===== src/bti_pkg.sv =====
`timescale 1ns / 1ps
`default_nettype none
package bti_pkg;

  localparam int DEF_MAX_X_POINTS = 16;
  localparam int DEF_MAX_Y_POINTS = 16;

  localparam int VAL_W     = 32;
  localparam int DIFF_W    = VAL_W + 1;
  localparam int W_FRAC    = 30;
  localparam int PROD_W    = DIFF_W + W_FRAC;
  localparam int STEP_W    = $clog2(W_FRAC + 1);
  localparam int CNT_W     = 5;
  localparam int IDX_W     = 4;
  localparam int CFG_IDX_W = 1;

  localparam logic [CNT_W-1:0] CNT_RESET = CNT_W'(16);

  typedef enum logic [1:0] {
    KIND_WR_X    = 2'd0,
    KIND_WR_Y    = 2'd1,
    KIND_WR_GRID = 2'd2,
    KIND_QUERY   = 2'd3
  } kind_e;

  typedef enum logic [CFG_IDX_W-1:0] {
    CFG_X_USED = 1'b0,
    CFG_Y_USED = 1'b1
  } cfg_idx_e;

  typedef enum logic [2:0] {
    S_IDLE,
    S_SCAN,
    S_DIV_START,
    S_DIV_WAIT,
    S_GRID,
    S_LERP_START,
    S_LERP_WAIT,
    S_FINISH
  } state_e;

  typedef enum logic [1:0] {
    L_IDLE,
    L_MUL,
    L_RND,
    L_SAT
  } lerp_state_e;

  typedef struct packed {
    kind_e                     kind;
    logic [IDX_W-1:0]          row_index;
    logic [IDX_W-1:0]          col_index;
    logic signed [VAL_W-1:0]   write_value;
    logic signed [VAL_W-1:0]   query_x;
    logic signed [VAL_W-1:0]   query_y;
  } in_word_t;

  typedef struct packed {
    logic signed [VAL_W-1:0] interp_value;
    logic                    error_flag;
  } out_word_t;

endpackage
`default_nettype wire


===== src/bti_lerp.sv =====
`timescale 1ns / 1ps
`default_nettype none
module bti_lerp (
  input  wire logic                              clk_i,
  input  wire logic                              rst_ni,
  input  wire logic                              start_i,
  input  wire logic signed [bti_pkg::VAL_W-1:0]  f0_i,
  input  wire logic signed [bti_pkg::VAL_W-1:0]  f1_i,
  input  wire logic [bti_pkg::W_FRAC-1:0]        w_i,
  output logic                                   done_o,
  output logic signed [bti_pkg::VAL_W-1:0]       res_o
);
  import bti_pkg::*;

  lerp_state_e               st_q, st_d;
  logic [STEP_W-1:0]         cnt_q;
  logic                      done_q;
  logic signed [VAL_W-1:0]   f0_q;
  logic [DIFF_W-1:0]         mag_q;
  logic                      neg_q;
  logic [W_FRAC-1:0]         w_q;
  logic [PROD_W-1:0]         acc_q;
  logic [DIFF_W-1:0]         r_q;
  logic signed [VAL_W-1:0]   res_q;
  logic signed [DIFF_W-1:0]  diff;
  logic [PROD_W-1:0]         rnd;
  logic signed [DIFF_W+1:0]  sum;
  logic signed [VAL_W-1:0]   sat;

  always_comb begin
    st_d = st_q;
    case (st_q)
      L_IDLE:  if (start_i) st_d = L_MUL;
      L_MUL:   if (cnt_q == STEP_W'(1)) st_d = L_RND;
      L_RND:   st_d = L_SAT;
      L_SAT:   st_d = L_IDLE;
      default: st_d = L_IDLE;
    endcase
  end

  always_comb begin
    diff = $signed({f1_i[VAL_W-1], f1_i}) - $signed({f0_i[VAL_W-1], f0_i});
    rnd  = acc_q + (PROD_W'(1) << (W_FRAC - 1));
    sum  = neg_q ? ($signed({{3{f0_q[VAL_W-1]}}, f0_q}) - $signed({2'b00, r_q}))
                 : ($signed({{3{f0_q[VAL_W-1]}}, f0_q}) + $signed({2'b00, r_q}));
    if (sum[DIFF_W+1:VAL_W-1] == '0 || sum[DIFF_W+1:VAL_W-1] == '1) begin
      sat = sum[VAL_W-1:0];
    end else if (sum[DIFF_W+1]) begin
      sat = {1'b1, {(VAL_W-1){1'b0}}};
    end else begin
      sat = {1'b0, {(VAL_W-1){1'b1}}};
    end
  end

  always_ff @(posedge clk_i or negedge rst_ni) begin
    if (!rst_ni) begin
      st_q   <= L_IDLE;
      cnt_q  <= '0;
      done_q <= 1'b0;
    end else begin
      st_q   <= st_d;
      done_q <= (st_q == L_SAT);
      if (st_q == L_IDLE && start_i) begin
        cnt_q <= STEP_W'(W_FRAC);
      end else if (st_q == L_MUL) begin
        cnt_q <= cnt_q - STEP_W'(1);
      end
    end
  end

  // shift-add, one weight bit per cycle, msb first
  always_ff @(posedge clk_i) begin
    case (st_q)
      L_IDLE: begin
        if (start_i) begin
          f0_q  <= f0_i;
          neg_q <= diff[DIFF_W-1];
          mag_q <= diff[DIFF_W-1] ? DIFF_W'(-diff) : DIFF_W'(diff);
          w_q   <= w_i;
          acc_q <= '0;
        end
      end
      L_MUL: begin
        acc_q <= {acc_q[PROD_W-2:0], 1'b0} + (w_q[W_FRAC-1] ? PROD_W'(mag_q) : '0);
        w_q   <= {w_q[W_FRAC-2:0], 1'b0};
      end
      L_RND:   r_q   <= rnd[PROD_W-1:W_FRAC];
      L_SAT:   res_q <= sat;
      default: ;
    endcase
  end

  assign done_o = done_q;
  assign res_o  = res_q;

endmodule
`default_nettype wire


===== config.mk =====
export PLATFORM = sky130hd
export DESIGN_NAME = bti_lerp
export DESIGN_NICKNAME = d
export VERILOG_FILES = /design/src/bti_pkg.sv /design/src/bti_lerp.sv
export SDC_FILE = /design/constraint.sdc
export NUM_CORES = 1
export LEC_CHECK = 0
export BUFFER_PORTS_ARGS = -buffer_cell sky130_fd_sc_hd__buf_2
export CAP_MARGIN = 20
export CORE_MARGIN = 8
export CORE_UTILIZATION = 60
export DETAILED_ROUTE_END_ITERATION = 16
export GPL_TIMING_DRIVEN = 0
export HOLD_SLACK_MARGIN = 0.1
export PLACE_DENSITY = 0.79
export SLEW_MARGIN = 5
export SYNTH_ARGS = -nofsm -noshare
export SYNTH_HDL_FRONTEND = slang
export SYNTH_SLANG_ARGS = --single-unit
export TNS_END_PERCENT = 100

===== constraint.sdc =====
create_clock -name clk_i -period 9.1 [get_ports clk_i]
set_input_delay 0.455 -clock clk_i [delete_from_list [all_inputs] [get_ports clk_i]]
set_output_delay 0.455 -clock clk_i [all_outputs]
set_load 0.05 [all_outputs]

* Word-level counts from Yosys, hierarchy flattened
Cells that the tools add are included.
** Cells by class
- Muxes and demuxes :: 14
- Add/subtract/negate cells :: 7
- Reductions and logical operators :: 9
- Equality and inequality tests :: 7
** Operator list (count)
- one-hot mux 63 bit (2 select lines) :: 1
- two-way mux 32 bit :: 3
- adder 63 x 30 -> 63 bit (second input constant) :: 1
- adder 63 x 33 -> 63 bit :: 1
- two-way mux 63 bit :: 1
- one-hot mux 30 bit (2 select lines) :: 1
- adder 32 x 34 -> 35 bit :: 1
- two-way mux 35 bit :: 1
- subtractor 32 x 34 -> 35 bit :: 1
- two-way mux 33 bit :: 1
- negator 33 bit :: 1
- subtractor 32 x 32 -> 33 bit :: 1
- two-way mux 30 bit :: 1
- two-way mux 5 bit :: 2
- one-hot mux 2 bit (4 select lines) :: 1
- AND reduction 2 bit :: 3
- equality test 5 x 1 -> 1 bit (second input constant) :: 1
- subtractor 5 x 1 -> 5 bit (second input constant) :: 1
- equality test 2 bit (second input constant) :: 2
- equality test 4 bit (second input constant) :: 1
- zero test 4 bit :: 1
- two-way mux 2 bit :: 2
- != test 2 bit (second input constant) :: 2
- nonzero test 2 bit :: 2
- 4 further kinds :: 4
** Storage, ports and cells
- Bits of input ports :: 97
- Flip-flop bits (word level) :: 232
- Logic and storage cells :: 48
- Output and inout port bits :: 33

* Depth between registers and ports, before layout
- Depth in word-level cells :: 5
- Depth in mapped cells :: 21
- Depth with buffers taken out :: 19

* Worst setup path after synthesis
No wires, ideal clock.
- Path kind :: reg-to-reg
- Start :: reg st_q[1]
- End :: reg acc_q[0] (enable)
- Setup time :: 0.673 ns
- Data required time :: 8.427 ns
- Path buffers :: 2
- Setup slack :: 0.838 ns
- Stages on the path, launching flop included :: 7
- Clock period less this slack :: 8.262 ns
- Arrival :: 7.588 ns
- Path through :: dfrtp_1 inv_1 ha_1 clkbuf_1 inv_1 clkbuf_1 o21ai_0
** Between the ends
- Longest elaborated chain between the ends :: 3
- Elaborated cells on any way between the ends :: 5
- Those cells by class :: eq/ne (2); reduce/logical (3)
** Ends and longest elaborated chain
- start, declared :: line bti_lerp.sv:15 : lerp_state_e st_q, st_d;
- start signal, assigned :: line bti_lerp.sv:61 : st_q <= st_d;
- equality test 2 x 1 -> 1 bit or zero test 2 bit (tied branches) :: line bti_lerp.sv:73 : case (st_q)
- nonzero test 2 bit (no line) or != test 2 bit (tied branches)
- AND reduction 2 bit (no line) *
- end signal, assigned :: line bti_lerp.sv:84 : acc_q <= {acc_q[PROD_W-2:0], 1'b0} + (w_q[W_FRAC-1] ? PROD_W'(mag_q) : '0);
- end, declared :: line bti_lerp.sv:22 : logic [PROD_W-1:0] acc_q;
Every way passes the cells marked *; elsewhere a longest branch is shown, timed or not.
A chain may end at the register's enable or synchronous reset.

* Final worst setup path
- Start :: reg r_q[4]
- End :: reg res_q[0], in the netlist res_o[0], data pin
** Between the ends
- Longest elaborated chain between the ends :: 5
- Elaborated cells on any way between the ends :: 8
- Those cells by class :: add/sub (2); eq/ne (1); mux (3); reduce/logical (2)
** Ends and longest elaborated chain
- start, declared :: line bti_lerp.sv:23 : logic [DIFF_W-1:0] r_q;
- start signal, assigned :: line bti_lerp.sv:87 : L_RND: r_q <= rnd[PROD_W-1:W_FRAC];
- adder 32 x 34 -> 35 bit or subtractor 32 x 34 -> 35 bit (tied branches) :: line bti_lerp.sv:45, bti_lerp.sv:44
- two-way mux 35 bit * :: line bti_lerp.sv:44 : sum = neg_q ? ($signed({{3{f0_q[VAL_W-1]}}, f0_q}) - $signed({2'b00, r_q}))
- equality test 4 bit or zero test 4 bit (tied branches) :: line bti_lerp.sv:46 : if (sum[DIFF_W+1:VAL_W-1] == '0 || sum[DIFF_W+1:VAL_W-1] == '1) begin
- logical OR 1 bit :: line bti_lerp.sv:46
- two-way mux 32 bit * :: line bti_lerp.sv:46
- net sat[0] :: line bti_lerp.sv:28 : logic signed [VAL_W-1:0] sat;
- end signal, assigned :: line bti_lerp.sv:88 : L_SAT: res_q <= sat;
- end, declared :: line bti_lerp.sv:24 : logic signed [VAL_W-1:0] res_q;
Mark *: on every way through the listed nets, which the timed path passes. The rest lies on a longest branch.

==> run_results.csv <==
group,metric,value,unit
synthesis,synth.area.top_cells,"edfxtp_1, ha_1, xnor2_1, a21oi_1, nor2_1",
route,drc,0,
clocking,holdBufCountCts,2,
synthesis,synth-seq-cells,232,
floorplanning,fp.dieW,181.8,um
synthesis,synthMuxAreaShare,2.656,%
setup_path,cp_slowest_cell,"or4_1",
route,ant_nets,0,
synthesis,netlist_top_cells_count,"edfxtp_1, nor2_1, a21oi_1",
pwr,ir_worst_vdd,0.1761,mV
global_routing,grt_max_degree,68,
clocking,h-tree-depth,1,
synthesis,syn_nets,1889,
global_routing,grt_pass1_wl,65370,um
setup_path,cp-end-kind,"flop",
timing,finalMaxSlewViolations,0,
clocking,post_cts_buffers,0,
cells_and_area,stdcell_count,2203,
place,dpl.hpwl,32890,um
synthesis,synth_edf_count,224,
worst_hold_path,min_path_type,"input port to flop",
status,status,"finished clean",
synthesis,synth_area,16490,um^2
route,wl,41830,um
clocking,cts.clk_slew.worst_paths,0.06,ns
synthesis,yosysUniqueCellTypes,79,
floorplanning,core-area,26950,um^2
global_routing,grt_antenna_before_repair,0,
clocking,numCtsBuffers,26,
route,vias,13487,
global_routing,grtUsageTotal,24.38,%
synthesis,synth_top_area_cell,"edfxtp_1",
timing,finClkSkew,0.01300,ns
cells_and_area,final_util,68.54,%
timing,max-slew-margin-rel,26.37,%
floorplanning,rows,60,
synthesis,ys_warn_count,0,
timing,finalCriticalPeriod,5.984,ns
setup_path,startpoint_type,"flop",
cells_and_area,nets,2052,
place,globalplace.congestion,0.9426,
clocking,clockBufferDepth,3,
cells_and_area,area.growth.synth_to_final,12.02,%
floorplanning,pin_count,130,
timing,rsz0062_at_grt,"false",
timing,setup_viol,0,
synthesis,synthFlopType,"edfxtp_1",
setup_path,required,9.37,ns
setup_path,path_cells,"or4_1 > nor3_1 > nand2_1 > nor3_1 > nor2_1 > xnor2_1 > ha_1 > clkbuf_1 > nand2_1 > nor4_1 > o2111ai_1 > nand3_1 > o21ai_0 > a21oi_1 > mux2i_1 > o2111ai_1 > o31a_1 > clkbuf_1 > o21a_1",
synthesis,synthXorXnorAreaFrac,9.135,%
route,dr.pass1.iters,5,
synthesis,yosysSeqAreaShare,42.00,%
cells_and_area,fillers,2082,
job,cap_violations,0,
timing,finalHoldViolCount,0,
synthesis,synth_fa_ha_area_share,8.483,%
synthesis,synthSimpleGateAreaFrac,17.20,%
global_routing,grt_pass1_vias,13123,
floorplanning,initial_core_util,61.19,%
synthesis,syn_avg_cell_area,9.804,um^2
clocking,clock_sinks,232,
synthesis,synth_compound_area_share,17.28,%
synthesis,synthArstFlopShare,3.448,%
place,io_buffers,129,
pwr,pwr_density_cell,372.0,nW/um^2
route,wl_per_cell,18.99,um
clocking,tritoncts,"done",
global_routing,grt.overflow.total,0,
timing,max_freq,167.1,MHz
setup_path,worstPathMaxFanout,10,
cells_and_area,final_layout_size_suffix_gt1_share,12.31,%
synthesis,yosysMostFrequentCell,"edfxtp_1",
synthesis,synth_top_family_by_area,"compound AO/OA/AOI/OAI gates",
pwr,p_leak,7.246,nW
synthesis,post-synth-top-area-fraction,40.79,%
clocking,insertion_delay,0.53,ns
clocking,cts-root-buf,"clkbuf_16",
timing,fin_crit_sh,65.75,%
timing,worst_slew_pin_slew,1.102,ns
clocking,ctsResizeCount,0,
setup_path,worstSetupPathType,"flop to flop",
place,place_inst,2156,
route,drt-initial-drc-count,1103,
floorplanning,die_h,181.8,um
synthesis,synth_cells,1682,
setup_path,slowest_delay,0.59,ns
route,avgViaCountPerCell,6.122,
floorplanning,die_area,33050,um^2
setup_path,worstPathArrival,6.26,ns
worst paths after layout:
kind,from,to,slack [ns],depth (start not counted)
max,r_q[4]$_DFFE_PP_,res_o[0]$_DFFE_PP_,3.12,19
min in group asynchronous,rst_ni,cnt_q[4]$_DFFE_PN0P_,0.29,2
min reg2reg,cnt_q[4]$_DFFE_PN0P_,cnt_q[4]$_DFFE_PN0P_,0.55,2
max reg2reg,r_q[4]$_DFFE_PP_,res_o[0]$_DFFE_PP_,3.12,19
min,f0_i[5],f0_q[5]$_DFFE_PP_,0.12,1
max in group asynchronous,rst_ni,st_q[0]$_DFFE_PN0P_,8.64,2
per-stage QoR:
| step | power (W) | setup TNS, ns | setup WS [ns] | hold slack [ns] | area (um^2) |
|---|---|---|---|---|---|
| 6_report | 0.006872 | 0 | 3.116 | 0.1217 | 18470 |
| 5_1_grt | 0.007320 | 0 | 2.701 | 0.1095 | 18470 |
| 4_1_cts | 0.006855 | 0 | 3.161 | 0.1036 | 18470 |
| 3_5_place_dp | 0.005850 | 0 | 3.213 | 0.3096 | 17660 |
| 3_3_place_gp | 0.005768 | -232.99 | -2.512 | 0.3052 | 17560 |
| 2_1_floorplan | 0.004996 | 0 | 0.8384 | 0.1594 | 16490 |
flip-flops by register name (all words and copies together), names as in the netlist:
signal and count:
cnt_q 5, acc_q 63, done_o 1, mag_q 33, res_o 32, r_q 33
st_q 2, neg_q 1, f0_q 32, w_q 30
report_power, final:
part	internal, W	switching [W]
Sequential	0.00190	0.000255
Clock	0.000565	0.000414
Combinational	0.00142	0.00231
routing by layer:
metal	track usage [%]	share of wire, %	wire [um]	vias to the layer above
met1	29.74	42	17640	6351
met4	8.593	3.1	1295	0
met2	43.02	49	20310	454
met3	3.952	6.2	2591	94
met5	0	0	0	-
li1	-	-	-	6588
layout make-up:
class	count	area (um^2)	share of cell area, %
Multi-Input combinational cell	1308	9047	48.98
Sequential cell	232	6927	37.50
Timing Repair Buffer	135	745.7	4.037
Clock buffer	29	683.2	3.698
Tap cell	341	426.7	2.310
Inverter	84	317.8	1.720
Buffer	58	220.2	1.192
Clock inverter	15	102.6	0.5554
Antenna cell	1	2.502	0.01355
cell usage in the layout, fill, tap and decap left out, types with 6 or more instances in the layout:
cell       Yosys  final
and2_1        43     43
or4_1         12     12
or2_2          6      6
nand2b_1      25     25
xor2_1        58     58
mux2_2        30     30
o21a_1        40     40
edfxtp_1     224    224
a21o_1        53     53
a21oi_1      125    125
clkbuf_16      0     27
nand2_1      116    116
xnor2_1      114    114
ha_1         107    105
o21ai_0       69     68
and3_1        19     19
a31oi_1        9      9
nand3_1       47     47
mux2i_1       10     10
inv_1         84     83
o211ai_1       8      8
o41ai_1        6      6
nand4_1       31     31
nor4_1        26     26
a41oi_1        7      7
or3_1         17     17
buf_2          2    132
dfrtp_1        8      8
a211oi_1      13     13
a211o_1        6      6
o31ai_1       16     16
clkbuf_1      55     57
nor3_1        31     31
nor2_1       141    141
clkinv_1       0      9
nor3b_1        7      7
o21bai_1       8      8
nor2b_1       15     15
worst max-delay path: cells and delay by family, from the launching register on:
kind	cells	cell delay, ns
and+or+nand+nor	8	2.43
AOI/OAI and AO/OA	6	1.62
buffers and inverters	2	0.56
DFF	1	0.44
adders and majority gates	1	0.28
muxes	1	0.24
xor gates and xnor gates	1	0.14
cells by family after synthesis:
family,after synthesis
AO/OA/AOI/OAI,428
XOR/XNOR,172
adder cells (fa/ha/maj),110
buffers and inverters,142
flip-flops,232
multiplexers,40
AND/OR/NAND/NOR,558
(Power assumes the default switching activity.)
