File: src/bti_pkg.sv
`timescale 1ns / 1ps
`default_nettype none
package bti_pkg;

  localparam int DEF_MAX_X_POINTS = 16;
  localparam int DEF_MAX_Y_POINTS = 16;

  localparam int VAL_W     = 32;
  localparam int DIFF_W    = VAL_W + 1;
  localparam int W_FRAC    = 30;
  localparam int PROD_W    = DIFF_W + W_FRAC;
  localparam int STEP_W    = $clog2(W_FRAC + 1);
  localparam int CNT_W     = 5;
  localparam int IDX_W     = 4;
  localparam int CFG_IDX_W = 1;

  localparam logic [CNT_W-1:0] CNT_RESET = CNT_W'(16);

  typedef enum logic [1:0] {
    KIND_WR_X    = 2'd0,
    KIND_WR_Y    = 2'd1,
    KIND_WR_GRID = 2'd2,
    KIND_QUERY   = 2'd3
  } kind_e;

  typedef enum logic [CFG_IDX_W-1:0] {
    CFG_X_USED = 1'b0,
    CFG_Y_USED = 1'b1
  } cfg_idx_e;

  typedef enum logic [2:0] {
    S_IDLE,
    S_SCAN,
    S_DIV_START,
    S_DIV_WAIT,
    S_GRID,
    S_LERP_START,
    S_LERP_WAIT,
    S_FINISH
  } state_e;

  typedef enum logic [1:0] {
    L_IDLE,
    L_MUL,
    L_RND,
    L_SAT
  } lerp_state_e;

  typedef struct packed {
    kind_e                     kind;
    logic [IDX_W-1:0]          row_index;
    logic [IDX_W-1:0]          col_index;
    logic signed [VAL_W-1:0]   write_value;
    logic signed [VAL_W-1:0]   query_x;
    logic signed [VAL_W-1:0]   query_y;
  } in_word_t;

  typedef struct packed {
    logic signed [VAL_W-1:0] interp_value;
    logic                    error_flag;
  } out_word_t;

endpackage
`default_nettype wire

File: src/bti_divider.sv
`timescale 1ns / 1ps
`default_nettype none
module bti_divider (
  input  wire logic                        clk_i,
  input  wire logic                        rst_ni,
  input  wire logic                        start_i,
  input  wire logic [bti_pkg::DIFF_W-1:0]  num_i,
  input  wire logic [bti_pkg::DIFF_W-1:0]  den_i,
  output logic                             done_o,
  output logic [bti_pkg::W_FRAC-1:0]       quo_o
);
  import bti_pkg::*;

  logic                busy_q;
  logic                done_q;
  logic [STEP_W-1:0]   cnt_q;
  logic [DIFF_W-1:0]   rem_q;
  logic [DIFF_W-1:0]   den_q;
  logic [W_FRAC-1:0]   quo_q;
  logic [DIFF_W:0]     rem_sh;
  logic [DIFF_W:0]     rem_sub;
  logic                ge;

  // one quotient bit per cycle, restoring
  always_comb begin
    rem_sh  = {rem_q, 1'b0};
    ge      = (rem_sh >= {1'b0, den_q});
    rem_sub = rem_sh - {1'b0, den_q};
  end

  always_ff @(posedge clk_i or negedge rst_ni) begin
    if (!rst_ni) begin
      busy_q <= 1'b0;
      done_q <= 1'b0;
      cnt_q  <= '0;
    end else if (start_i) begin
      busy_q <= 1'b1;
      done_q <= 1'b0;
      cnt_q  <= STEP_W'(W_FRAC);
    end else if (busy_q) begin
      cnt_q <= cnt_q - STEP_W'(1);
      if (cnt_q == STEP_W'(1)) begin
        busy_q <= 1'b0;
        done_q <= 1'b1;
      end
    end else begin
      done_q <= 1'b0;
    end
  end

  always_ff @(posedge clk_i) begin
    if (start_i) begin
      rem_q <= num_i;
      den_q <= den_i;
      quo_q <= '0;
    end else if (busy_q) begin
      rem_q <= ge ? rem_sub[DIFF_W-1:0] : rem_sh[DIFF_W-1:0];
      quo_q <= {quo_q[W_FRAC-2:0], ge};
    end
  end

  assign done_o = done_q;
  assign quo_o  = quo_q;

endmodule
`default_nettype wire

File: config.mk
export PLATFORM = sky130hd
export DESIGN_NAME = bti_divider
export DESIGN_NICKNAME = d
export VERILOG_FILES = /design/src/bti_pkg.sv /design/src/bti_divider.sv
export SDC_FILE = /design/constraint.sdc
export NUM_CORES = 1
export LEC_CHECK = 0
export ABC_AREA = 1
export BUFFER_PORTS_ARGS = -buffer_cell sky130_fd_sc_hd__buf_4
export CAP_MARGIN = 15
export CORE_ASPECT_RATIO = 1.5
export CORE_MARGIN = 4
export CORE_UTILIZATION = 40
export CTS_BUF_LIST = sky130_fd_sc_hd__clkbuf_4
export CTS_CLUSTER_DIAMETER = 80
export DETAILED_ROUTE_END_ITERATION = 8
export SETUP_SLACK_MARGIN = 0.2
export SKIP_LAST_GASP = 1
export SLEW_MARGIN = 20
export SYNTH_ARGS = -nofsm -noshare
export SYNTH_HDL_FRONTEND = slang
export SYNTH_SLANG_ARGS = --single-unit
File: constraint.sdc
create_clock -name clk_i -period 2.4 [get_ports clk_i]
set_input_delay 0.36 -clock clk_i [delete_from_list [all_inputs] [get_ports clk_i]]
set_output_delay 0.36 -clock clk_i [all_outputs]
set_load 0.02 [all_outputs]
# After elaboration in Yosys (flattened, before gate mapping)
# Cells that the tools add are included.
# classes
mux	11
reduce_logical	1
add_sub_neg	2
n_eq_ne	2
order_cmp	1
# op_table
operator	n
two-way mux 33 bit	3
greater-or-equal comparator 34 x 33 -> 1 bit	1
subtractor 33 bit	1
two-way mux 5 bit	2
two-way mux 1 bit	6
== test 5 x 1 -> 1 bit, second input constant	1
subtractor 5 x 1 -> 5 bit, second input constant	1
!= test 3 x 2 -> 1 bit, second input constant	1
nonzero test 2 bit	1
# totals
out_inout_bits	31
input_bits	69
reg_bits	103
word_cells	23

# Depth between registers and ports, before layout
# Gate-level depths: netlist (run 1).
# logic_depth
ltp_word	4
depth_mapped	16
mapped_depth_nobuf	16

# Worst setup path before layout (run 1)
# No wires, ideal clock.
# synth_path
path_type	input port to flip-flop
start	input start_i
end	register rem_q[0], enable pin
stages	4
slack_ns	0.056
required_ns	1.989
path_buffers	2
arrival_time_ns	1.933
setup_ns	0.411
path_cell_list	clkbuf_1 > nor2_1 > inv_1 > clkbuf_1
# synth_via
elab_chain_len	1
# synth_rtl
element	line_no	rtl
start, declared	bti_divider.sv:6	input wire logic start_i,
nonzero test 2 bit (no source line)	n/a	
end signal, assigned	bti_divider.sv:53	rem_q <= num_i;
end signal, assigned	bti_divider.sv:57	rem_q <= ge ? rem_sub[DIFF_W-1:0] : rem_sh[DIFF_W-1:0];
end, declared	bti_divider.sv:17	logic [DIFF_W-1:0] rem_q;
# Every way passes these cells.
# A chain may end at the register's enable or synchronous reset.

# Worst setup path in the final report (run 1)
# layout_path
start	register rem_q[0]
end	register rem_q[9], data pin
# layout_via
elab_chain_len	4
word_cells_on_any_way	5
classes_between	add/sub (1); order compare (1); mux (3)
# layout_rtl
element	line_no	rtl
subtractor 33 bit or greater-or-equal comparator 34 x 33 -> 1 bit (tied branches)	bti_divider.sv:28, bti_divider.sv:27	
two-way mux 33 bit (*)	bti_divider.sv:57	
two-way mux 33 bit (*)	bti_divider.sv:56	end else if (busy_q) begin
two-way mux 33 bit (*)	bti_divider.sv:52	if (start_i) begin
# Every way passes the cells marked *; elsewhere a longest branch is shown, timed or not. The select of a mux whose other input is x is not followed.

==> results of run 1 <==
-- layer usage --
metal,vias up,share of wire (%)
met1,3000,38
met3,63,3.4
met4,0,4.9
met2,179,54
li1,3414,-
met5,-,0
-- repair_timing --
item | CTS | global route
gates resized for setup | 98 | 47
hold buffers | 34 | 0
gates cloned | 3 | 1
buffers inserted | 23 | 5
endpoints found under the setup margin | 33 | 34
pin swaps | 36 | 38
hold endpoints to repair | 40 | 0
-- synth_stat cells (2+ instances only) --
cell type and n:
sky130_fd_sc_hd__nor3_1 7, sky130_fd_sc_hd__o22ai_1 28, sky130_fd_sc_hd__o21ai_0 6, sky130_fd_sc_hd__or2_2 2, sky130_fd_sc_hd__nand2_1 359, sky130_fd_sc_hd__inv_1 200, sky130_fd_sc_hd__dfxtp_1 30, sky130_fd_sc_hd__buf_6 8
sky130_fd_sc_hd__a21oi_1 22, sky130_fd_sc_hd__xnor2_1 13, sky130_fd_sc_hd__clkbuf_1 12, sky130_fd_sc_hd__ha_1 35, sky130_fd_sc_hd__edfxtp_1 66, sky130_fd_sc_hd__dfrtp_1 7, sky130_fd_sc_hd__xor2_1 2, sky130_fd_sc_hd__and2_1 8
sky130_fd_sc_hd__nand2_2 7, sky130_fd_sc_hd__inv_2 2, sky130_fd_sc_hd__nand4_1 3, sky130_fd_sc_hd__nor2_1 45, sky130_fd_sc_hd__nand3b_1 39, sky130_fd_sc_hd__nand3_1 58, sky130_fd_sc_hd__nor2_2 4
-- sequential cells by signal, indices dropped and copies added (netlist names) --
signal,flops
busy_q,1
done_o,1
den_q,33
cnt_q,5
rem_q,33
quo_o,30
-- logic make-up after synthesis --
kind of cell	count (synthesis)
compound gates	59
xor+xnor	15
fa+ha+maj	36
buf+inv	225
flops	103
simple gates	538
-- critical path: cells and delay by family, from the launching register on --
family,cells,cell delay [ns]
flip-flops,1,0.46
adder cells (fa/ha/maj),2,0.55
AND/OR/NAND/NOR,8,0.75
buffers and inverters,2,0.31
-- where the power goes --
| group | total [uW] | internal [uW] | switching [uW] |
|---|---|---|---|
| sequential | 2580 | 2290 | 286 |
| combinational | 6560 | 2910 | 3650 |
| clock | 1040 | 282 | 759 |
-- metrics by stage --
step / std cells / cell area, um2 / util (%) / setup TNS, ns / hold slack, ns
after floorplan: 976 / 6970 / - / 0 / 0.0644
after global placement: 1295 / 8110 / 48.0 / -0.00516 / 0.180
after detailed placement: 1295 / 8110 / 48.0 / 0 / 0.178
after CTS: 1371 / 9460 / 55.9 / 0 / 0.0432
after global routing: 1378 / 9670 / 57.2 / -0.0744 / 0.0665
final: 1378 / 9670 / 57.2 / 0 / 0.0768
-- final cells by class --
class / count / area share (%)
well taps: 210 / 2.72
clock inverters: 7 / 0.996
clock buffers: 9 / 0.699
inverters: 203 / 7.88
repair buffers: 195 / 17.9
diodes: 1 / 0.0259
flip-flops and latches: 103 / 28.5
multi-input cells: 650 / 41.2
-- worst min path at each step --
stage / end / slack, ns / depth (start not counted)
finish: rem_q[19] / 0.08 / 3
global route: rem_q[19] / 0.07 / 3
CTS: rem_q[19] / 0.04 / 3
detailed placement: busy_q / 0.18 / 1
global placement: done_o / 0.18 / 1
floorplan: busy_q / 0.06 / 0
==> flow_summary.rst, run 1 <==
.. list-table::
   :header-rows: 1

   * - Metric
     - Value
   * - Status
     - finished clean
   * - Area of the die
     - approximately 20000 um2
   * - Path depth of the worst reg2reg path
     - 12
   * - Layout cell share with drive strength beyond 1
     - a little over a quarter
   * - Wire length reported by the detailed router
     - around 21000 um
   * - Post-synth design cell area
     - roughly 7000 um2
   * - VDD IR max
     - between 0.5 and 0.6 mV
   * - Delay of the slowest cell on the worst path
     - approximately 0.46 ns
   * - Synthesized netlist cell count
     - 976
   * - Endpoint of the most critical register-to-register path
     - rem_q[9]
   * - Post-DP HPWL
     - 15500 um
   * - Top cells by area, synth
     - sky130_fd_sc_hd__edfxtp_1 28%, sky130_fd_sc_hd__nand2_1 19%, sky130_fd_sc_hd__inv_1 11%
   * - Buffer levels on the longest clock path
     - 2
   * - Pin count of the biggest net entering global routing
     - 36
   * - Post-synth top flop
     - sky130_fd_sc_hd__edfxtp_1
   * - Buffers on Ports
     - roughly 100
   * - Met1 Track Usage GR
     - 23.2%
   * - Iteration-0 DRC Markers
     - around 340
   * - Synth Area in Adders
     - under 10%
   * - Number of placement rows
     - 58
   * - Synth top area share
     - between 20 and 30%
   * - Clk_skew
     - roughly 0.028 ns
   * - X dimension of the die
     - ~120 um
   * - Simple-gate portion of the synthesized area
     - 33.9%
   * - Worst r2r src
     - rem_q[0]
   * - Cells along the critical path
     - ha_1, ha_2, nand3_1, nor2_1, nand2_1, nand3_2, nor2_4, buf_6, clkbuf_16, nand3b_1, nand3_1, nand2_1
   * - Sequential cell area fraction in the yosys report
     - approximately two fifths
   * - Clock-pin slew of the registers on the worst-case setup and hold paths
     - roughly 0.21 ns
   * - Slew Viols, Final
     - 0
   * - Clk root buf
     - sky130_fd_sc_hd__clkbuf_4
   * - Crit path launch type
     - register
   * - Crit path DAT
     - 2.59 ns
   * - Setup Crit Path Kind
     - reg -> reg
   * - Syn-to-layout area delta
     - 38.8%
   * - Share of async-settable or async-resettable flops after synthesis
     - between 6 and 7%
   * - CTS tree
     - yes
   * - Maximum operating frequency
     - about 0.44 GHz
   * - Multi-input combinational cell area
     - between 3000 and 4000 um2
   * - Setup repair after global routing missed its margin
     - true
   * - Multiplexer area fraction after synthesis
     - 0%
   * - GRT Total Usage
     - a little over a fifth
   * - Min cycle time layout
     - ~2.3 ns
   * - Critical path endpoint
     - rem_q[9]
   * - Antenna viol nets, final
     - 0
   * - Hold path startpoint
     - num_i[19]
   * - Remaining routing DRC violations
     - 0
   * - Met2 usage in global routing
     - between 40% and 50%
   * - Number of failing setup endpoints in the final timing report
     - 0
   * - Total gr overflow
     - 0
   * - Count of max-cap constraint violations
     - 0
   * - Number of fillers in the final layout
     - 1604
   * - Worst slack, placed
     - about 0.0054 ns
   * - Data required time of the critical path
     - about 2.7 ns
   * - CTS buffer count
     - 9
   * - Largest family of logic cells by synthesized area
     - simple AND/OR/NAND/NOR gates
   * - I/O pins
     - 100
   * - Most common cell after layout, fill and taps aside
     - sky130_fd_sc_hd__nand2_1
   * - Number of clock sinks
     - 103
   * - Overall power consumption
     - a little over 10000 uW
   * - Post-synthesis sequential element count
     - slightly above 100
   * - Slew of the pin with the lowest slew margin
     - approximately 0.48 ns
   * - Most used cells in the layout excluding fill and tap cells
     - 318 x sky130_fd_sc_hd__nand2_1, 188 x sky130_fd_sc_hd__inv_1, 142 x sky130_fd_sc_hd__buf_4
   * - Number of nets at the end of the flow
     - ~1300
   * - Hold/Removal Path Class
     - in -> reg
   * - Flop-to-flop setup slack
     - 0.12 ns
   * - Share of the synthesized netlist area taken by xor and xnor gates
     - between 1.5 and 2%
   * - Global routing usage on met3
     - ~2.8%
   * - Sequential cell area
     - between 2000 and 3000 um2
   * - Synth cell types
     - 36
   * - Warnings from Yosys
     - 0
   * - Insertion delay of the later-clocked pin in the worst-skew pair
     - roughly 0.54 ns
   * - Vertical extent of the die
     - 170 um
   * - Busiest layer in global routing
     - met2
   * - Count of flip-flops with a built-in enable after synthesis
     - 66
   * - Vias per Instance
     - about 4.8
   * - Leakage power total
     - about 0.0047 uW
   * - Routability-driven placement congestion ratio
     - roughly 0.91
   * - Initial standard-cell utilization of the core
     - 41.2%
   * - H-Tree Depth
     - 3
   * - Library cell occupying the most area in the post-synthesis netlist
     - sky130_fd_sc_hd__edfxtp_1
   * - Core outline area
     - between 15000 and 20000 um2
   * - PnR worst setup slack
     - 0.123 ns
   * - Post-route clock period utilization
     - between 90% and 100%
   * - Type of element capturing the critical path
     - register
   * - Compound-gate portion of the synthesized area
     - 4.85%
   * - Number of antenna violations at the first check in global routing
     - 1
   * - Number of detailed-route iterations in the first pass
     - 5
   * - Mean instance size in the synthesized netlist
     - a little over 7 um2
   * - Number of endpoints with negative hold slack in the final report
     - 0
   * - PD cells
     - ~1100 nW/um2
   * - WL per Instance
     - roughly 15 um
   * - Worst-path fanout max
     - 6
   * - Net count after synthesis
     - ~1100
   * - Relative slew slack
     - between 60% and 70%
   * - Critical-path top delay cell
     - sky130_fd_sc_hd__edfxtp_1
   * - Via total after detailed routing
     - approximately 6700
   * - Critical path launch point
     - rem_q[0]
   * - Via count of the first global-routing pass
     - around 6700
   * - First-pass GRT wire length
     - 32800 um
Power figures use the tool's default switching activity.
==> inputs of run 2 (changes only) <==
BUFFER_PORTS_ARGS = -buffer_cell sky130_fd_sc_hd__buf_2   (was -buffer_cell sky130_fd_sc_hd__buf_4)
==> flow_summary.rst, run 2 (synthesis gave the netlist of run 1 again) <==
.. list-table::
   :header-rows: 1

   * - Metric
     - Value
   * - Buffers on Ports
     - 99 (unchanged)
   * - Number of detailed-route iterations in the first pass
     - 5 (unchanged)
   * - Setup Crit Path Kind
     - reg -> reg
   * - Layout cell share with drive strength beyond 1
     - 31.9% (+5.3 points)
   * - Leakage power total
     - 0.00495 uW (+4.3%)
   * - Number of fillers in the final layout
     - 1564 (-2.5%)
   * - Overall power consumption
     - 10900 uW (+7.0%)
   * - GRT Total Usage
     - 22.9% (+1.3 points)
   * - Routability-driven placement congestion ratio
     - 0.974 (+7.0%)
   * - Data required time of the critical path
     - 2.73 ns (+0.02 ns)
   * - Worst-path fanout max
     - 8 (+2)
   * - Remaining routing DRC violations
     - 0 (unchanged)
   * - Pin count of the biggest net entering global routing
     - 38 (+5.6%)
   * - Status
     - finished clean
   * - Slew of the pin with the lowest slew margin
     - 0.492 ns (+0.0117 ns)
   * - X dimension of the die
     - 116 um (unchanged)
   * - Wire length reported by the detailed router
     - 22200 um (+5.3%)
   * - Area of the die
     - 19600 um2 (unchanged)
   * - Post-route clock period utilization
     - 97.1% (+2.2 points)
   * - I/O pins
     - 100 (unchanged)
   * - Insertion delay of the later-clocked pin in the worst-skew pair
     - 0.53 ns (about the same)
   * - Most used cells in the layout excluding fill and tap cells
     - 302 x sky130_fd_sc_hd__nand2_1, 186 x sky130_fd_sc_hd__inv_1, 99 x sky130_fd_sc_hd__buf_2
   * - H-Tree Depth
     - 3 (unchanged)
   * - CTS tree
     - yes
   * - Relative slew slack
     - 67.2% (-0.78 points)
   * - Clk_skew
     - 0.0288 ns (+0.000383 ns)
   * - Via count of the first global-routing pass
     - 7220 (+8.1%)
   * - Core outline area
     - 16900 um2 (unchanged)
   * - Vertical extent of the die
     - 170 um (unchanged)
   * - Count of max-cap constraint violations
     - 0 (unchanged)
   * - WL per Instance
     - 15.6 um (+2.2%)
   * - Slew Viols, Final
     - 0 (unchanged)
   * - Final Non-Filler Cells
     - 1420 (+3.0%)
   * - VDD IR max
     - 0.502 mV (-14%)
   * - Number of clock sinks
     - 103 (unchanged)
   * - Number of placement rows
     - 58 (unchanged)
   * - Number of nets at the end of the flow
     - 1309 (+3.3%)
   * - Setup repair after global routing missed its margin
     - true
   * - PD cells
     - 1090 nW/um2 (+3.8%)
   * - Sequential cell area
     - 2760 um2 (unchanged)
   * - Total gr overflow
     - 0 (unchanged)
   * - Post-DP HPWL
     - 15500 um (about the same)
   * - Min cycle time layout
     - 2.33 ns (+0.0534 ns)
   * - Number of failing setup endpoints in the final timing report
     - 0 (unchanged)
   * - Maximum operating frequency
     - 0.429 GHz (-2.3%)
   * - Hold/Removal Path Class
     - in -> reg
   * - Syn-to-layout area delta
     - 43.0%
   * - Type of element capturing the critical path
     - register
   * - Number of antenna violations at the first check in global routing
     - 1 (unchanged)
   * - Clock-pin slew of the registers on the worst-case setup and hold paths
     - 0.22 ns (about the same)
   * - Antenna viol nets, final
     - 0 (unchanged)
   * - Vias per Instance
     - 4.84 (+0.18%)
   * - Crit path DAT
     - 2.66 ns (+0.07 ns)
   * - Clk root buf
     - sky130_fd_sc_hd__clkbuf_4
   * - Via total after detailed routing
     - 6871 (+3.2%)
   * - Most common cell after layout, fill and taps aside
     - sky130_fd_sc_hd__nand2_1
   * - First-pass GRT wire length
     - 34900 um (+6.5%)
   * - Number of endpoints with negative hold slack in the final report
     - 0 (unchanged)
   * - Iteration-0 DRC Markers
     - 285 (-15%)
   * - Multi-input combinational cell area
     - 4130 um2 (+3.5%)
   * - Initial standard-cell utilization of the core
     - 41.2% (unchanged)
   * - Buffer levels on the longest clock path
     - 2 (unchanged)
   * - Count of placed standard cells including taps
     - 1301 (+0.46%)
   * - CTS buffer count
     - 9 (unchanged)
   * - Crit path launch type
     - register
-- run 2: cell count changes in the layout (fill, tap and decap cells not counted), sizes merged --
cell	before	now
buf	160	200
clkinv	2	4
inv	208	206
clkbuf	10	11
nand2	370	371
-- run 2: final timing paths --
kind	startpoint	endpoint	slack, ns	cells after the start
worst max-delay path	rem_q[29]	rem_q[14]	0.07	11
max in group asynchronous	rst_ni	cnt_q[2]	2.06	2
min in group asynchronous	rst_ni	done_o	0.15	2
worst min register to register	quo_o[3]	quo_o[4]	0.48	2
worst max register to register	rem_q[29]	rem_q[14]	0.07	11
worst min-delay path	num_i[3]	rem_q[3]	0.07	3
-- run 2: layer usage --
layer | routed length (um) | track usage (%)
met1 | 8210 | 23.6
met2 | 11800 | 42.1
met3 | 876 | 4.74
met4 | 1250 | 13.4
met5 | 0 | 0
-- run 2: area by class of cell --
class / count / area share, %
timing repair buffer: 236 / 18.8
tap: 210 / 2.64
multi-input combinational: 651 / 41.5
sequential: 103 / 27.7
clock inverter: 7 / 1.04
clock buffer: 9 / 0.678
antenna: 1 / 0.0251
inverter: 203 / 7.65
-- run 2: timing repair --
| action | in CTS | in global routing |
|---|---|---|
| endpoints found under the hold margin | 40 | 0 |
| cloned | 5 | 2 |
| endpoints found under the setup margin | 34 | 34 |
| hold buffers | 34 | 0 |
| resized for setup | 130 | 58 |
| pin swaps | 46 | 27 |
| buffers inserted | 53 | 8 |
-- run 2: critical path, stage by stage (launching register included) --
cell and delay, ns:
sky130_fd_sc_hd__edfxtp_1 0.49, sky130_fd_sc_hd__ha_4 0.34, sky130_fd_sc_hd__nand4_1 0.10, sky130_fd_sc_hd__buf_6 0.15, sky130_fd_sc_hd__nor4_4 0.33, sky130_fd_sc_hd__nand2_4 0.18, sky130_fd_sc_hd__buf_12 0.17, sky130_fd_sc_hd__nand2_8 0.06
sky130_fd_sc_hd__buf_8 0.14, sky130_fd_sc_hd__nand2_2 0.06, sky130_fd_sc_hd__nand3_2 0.06, sky130_fd_sc_hd__nand2_1 0.06
-- run 2: where the power goes --
group	switching, uW	internal [uW]	total, uW
clock network	779	281	1060
registers	284	2290	2580
logic	3910	3340	7250
-- run 2: per-stage QoR --
stage / hold slack (ns) / util (%) / worst slack (ns) / setup TNS [ns] / instance area, um2
4_1_cts: 0.0447 / 57.1 / 0.128 / 0 / 9650
3_5_place_dp: 0.205 / 46.8 / -0.0892 / -0.772 / 7910
2_1_floorplan: 0.0644 / - / 0.344 / 0 / 6970
3_3_place_gp: 0.207 / 46.8 / -0.104 / -1.32 / 7910
6_report: 0.0747 / 58.9 / 0.0692 / 0 / 9960
5_1_grt: 0.0652 / 58.9 / -0.0387 / -0.331 / 9960
==> inputs of run 3 (changes only) <==
CELL_PAD_IN_SITES_DETAIL_PLACEMENT = 1   (was unset)
CELL_PAD_IN_SITES_GLOBAL_PLACEMENT = 1   (was unset)
CORE_MARGIN = unset   (was 4)
PLACE_DENSITY_LB_ADDON = 0.1   (was unset)
==> flow_summary.rst, run 3 (synthesis gave the netlist of run 1 again) <==
.. list-table::
   :header-rows: 1

   * - Metric
     - Value
   * - I/O pins
     - 100 (unchanged)
   * - Slew Viols, Final
     - 0 (unchanged)
   * - Syn-to-layout area delta
     - 38.0%
   * - Most common cell after layout, fill and taps aside
     - sky130_fd_sc_hd__nand2_1
   * - Post-DP HPWL
     - 16300 um (+5.4%)
   * - Top Metal Used
     - met4
   * - Count of max-cap constraint violations
     - 0 (unchanged)
   * - Number of nets at the end of the flow
     - 1278 (-2.4%)
   * - Vertical extent of the die
     - 164 um (-3.5%)
   * - VDD IR max
     - 0.541 mV (+7.7%)
   * - Vias per Instance
     - 5.05 (+4.4%)
   * - First-pass GRT wire length
     - 36700 um (+5.1%)
   * - Clock-pin slew of the registers on the worst-case setup and hold paths
     - 0.20 ns (-0.02 ns)
   * - Final Non-Filler Cells
     - 1389 (-2.2%)
   * - Hold/Removal Path Class
     - in -> reg
   * - PnR worst setup slack
     - -0.0300 ns (-0.0992 ns)
   * - Crit path DAT
     - 2.76 ns (+0.10 ns)
   * - Leakage power total
     - 0.00476 uW (-3.7%)
   * - Detailed-routing wirelength on met1
     - 8900 um (+8.3%)
   * - Buffer levels on the longest clock path
     - 2 (unchanged)
   * - Min cycle time layout
     - 2.43 ns (+0.0992 ns)
   * - Final-layout setup total negative slack
     - -0.224 ns (-0.224 ns)
   * - Routed length on met3
     - 757 um (-14%)
   * - Crit path launch type
     - register
   * - Wire length reported by the detailed router
     - 24600 um (+11%)
   * - Clk_skew
     - 0.0224 ns (-0.00644 ns)
   * - Most used cells in the layout excluding fill and tap cells
     - 313 x sky130_fd_sc_hd__nand2_1, 191 x sky130_fd_sc_hd__inv_1, 99 x sky130_fd_sc_hd__buf_2
   * - H-Tree Depth
     - 3 (unchanged)
   * - GRT Total Usage
     - 27.6% (+4.6 points)
   * - Pin count of the biggest net entering global routing
     - 39 (+2.6%)
   * - Core outline area
     - 16900 um2 (unchanged)
   * - Number of antenna violations at the first check in global routing
     - 1 (unchanged)
   * - Setup repair after global routing missed its margin
     - true
   * - Violations in the final reports
     - negative setup slack
   * - Relative slew slack
     - 66.7% (-0.52 points)
   * - Antenna viol nets, final
     - 0 (unchanged)
   * - Number of clock sinks
     - 103 (unchanged)
   * - Number of failing setup endpoints in the final timing report
     - 14 (+14)
   * - Via total after detailed routing
     - 7016 (+2.1%)
   * - WL per Instance
     - 17.7 um (+13%)
   * - Routability-driven placement congestion ratio
     - 0.901 (-7.5%)
   * - Number of placement rows
     - 58 (unchanged)
   * - Setup Crit Path Kind
     - reg -> reg
   * - Count of placed standard cells including taps
     - 1299 (-0.15%)
   * - Initial standard-cell utilization of the core
     - 41.2% (unchanged)
   * - Buffers on Ports
     - 99 (unchanged)
   * - Number of detailed-route iterations in the first pass
     - 4 (-1)
   * - Number of endpoints with negative hold slack in the final report
     - 0 (unchanged)
   * - Clk root buf
     - sky130_fd_sc_hd__clkbuf_4
   * - Layout cell share with drive strength beyond 1
     - 27.8% (-4.2 points)
   * - Routed met2 length
     - 13500 um (+14%)
   * - Iteration-0 DRC Markers
     - 260 (-8.8%)
   * - PD cells
     - 1110 nW/um2 (+2.0%)
   * - Total gr overflow
     - 0 (unchanged)
   * - Maximum operating frequency
     - 0.412 GHz (-4.1%)
   * - Status
     - complete, but fails checks
   * - Via count of the first global-routing pass
     - 7419 (+2.8%)
   * - Remaining routing DRC violations
     - 0 (unchanged)
   * - Post-route clock period utilization
     - 101% (+4.1 points)
   * - Data required time of the critical path
     - 2.73 ns (about the same)
   * - Insertion delay of the later-clocked pin in the worst-skew pair
     - 0.54 ns (about the same)
   * - Slew of the pin with the lowest slew margin
     - 0.500 ns (+0.00777 ns)
   * - Type of element capturing the critical path
     - register
   * - X dimension of the die
     - 110 um (-5.2%)
   * - Area of the die
     - 18000 um2 (-8.5%)
   * - CTS tree
     - yes
   * - CTS buffer count
     - 9 (unchanged)
   * - Worst-path fanout max
     - 8 (unchanged)
run 3: cell types whose count changed in the layout (fill, tap and decap cells not counted), moves of 5 or more:
cell / delta
sky130_fd_sc_hd__buf_4: -19
sky130_fd_sc_hd__buf_6: -8
sky130_fd_sc_hd__inv_1: +5
sky130_fd_sc_hd__inv_2: -6
sky130_fd_sc_hd__nand2_1: +11
sky130_fd_sc_hd__nand2_2: -12
sky130_fd_sc_hd__nor2_1: +8
sky130_fd_sc_hd__nor2_2: -11
run 3: final timing paths:
check                                from   endpoint  slack, ns  cells after the start
worst max-delay path            rem_q[19]  rem_q[17]      -0.03                     11
worst min-delay path             num_i[4]   rem_q[4]       0.07                      3
worst max register to register  rem_q[19]  rem_q[17]      -0.03                     11
worst min register to register  quo_o[22]  quo_o[23]       0.49                      2
max in group asynchronous          rst_ni   cnt_q[4]       2.07                      2
min in group asynchronous          rst_ni   cnt_q[1]       0.15                      2
run 3: final cells by class:
| class | count | area [um2] |
|---|---|---|
| multi-input combinational | 650 | 4090 |
| tap | 210 | 263 |
| sequential | 103 | 2760 |
| clock inverter | 7 | 81.3 |
| timing repair buffer | 206 | 1590 |
| antenna | 1 | 2.50 |
| inverter | 203 | 764 |
| clock buffer | 9 | 67.6 |
| fill | 2153 | 7290 |
run 3: power by group:
| group | internal [uW] | switching (uW) | total (uW) |
|---|---|---|---|
| clock network | 257 | 748 | 1010 |
| registers | 2290 | 288 | 2580 |
| logic | 3120 | 4010 | 7130 |
run 3: metal layers:
metal	vias to the layer above	GRT usage, %
met1	3338	27.3
met5	-	0
li1	3426	-
met2	173	52.8
met3	79	3.67
met4	0	16.7
run 3: repair_timing:
item | CTS | global route
buffers inserted | 26 | 7
hold endpoints to repair | 40 | 0
hold buffers | 34 | 0
endpoints found under the setup margin | 34 | 34
gates resized for setup | 117 | 41
cloned | 4 | 2
pin swaps | 43 | 27
run 3: critical path, cell delays in order, from the launching register on:
cell                       delay (ns)
sky130_fd_sc_hd__edfxtp_1        0.49
sky130_fd_sc_hd__ha_4            0.34
sky130_fd_sc_hd__nand2_4         0.08
sky130_fd_sc_hd__nor2_4          0.17
sky130_fd_sc_hd__inv_4           0.06
sky130_fd_sc_hd__nor4_4          0.42
sky130_fd_sc_hd__nand2_8         0.14
sky130_fd_sc_hd__buf_12          0.17
sky130_fd_sc_hd__nand2_8         0.13
sky130_fd_sc_hd__nand2_2         0.07
sky130_fd_sc_hd__nand3_1         0.07
sky130_fd_sc_hd__nand2_1         0.05
run 3: metrics by stage:
| step | area, um2 | setup WS [ns] | hold WS (ns) | total power [uW] | utilization, % |
|---|---|---|---|---|---|
| 2_1_floorplan | 6970 | 0.344 | 0.0644 | 5980 | - |
| 3_3_place_gp | 7870 | -0.0234 | 0.206 | 7450 | 46.5 |
| 3_5_place_dp | 7870 | -0.0641 | 0.212 | 7540 | 46.5 |
| 4_1_cts | 9350 | 0.146 | 0.0561 | 10100 | 55.3 |
| 5_1_grt | 9620 | -0.0848 | 0.0577 | 11400 | 56.9 |
| 6_report | 9620 | -0.0300 | 0.0701 | 10700 | 56.9 |
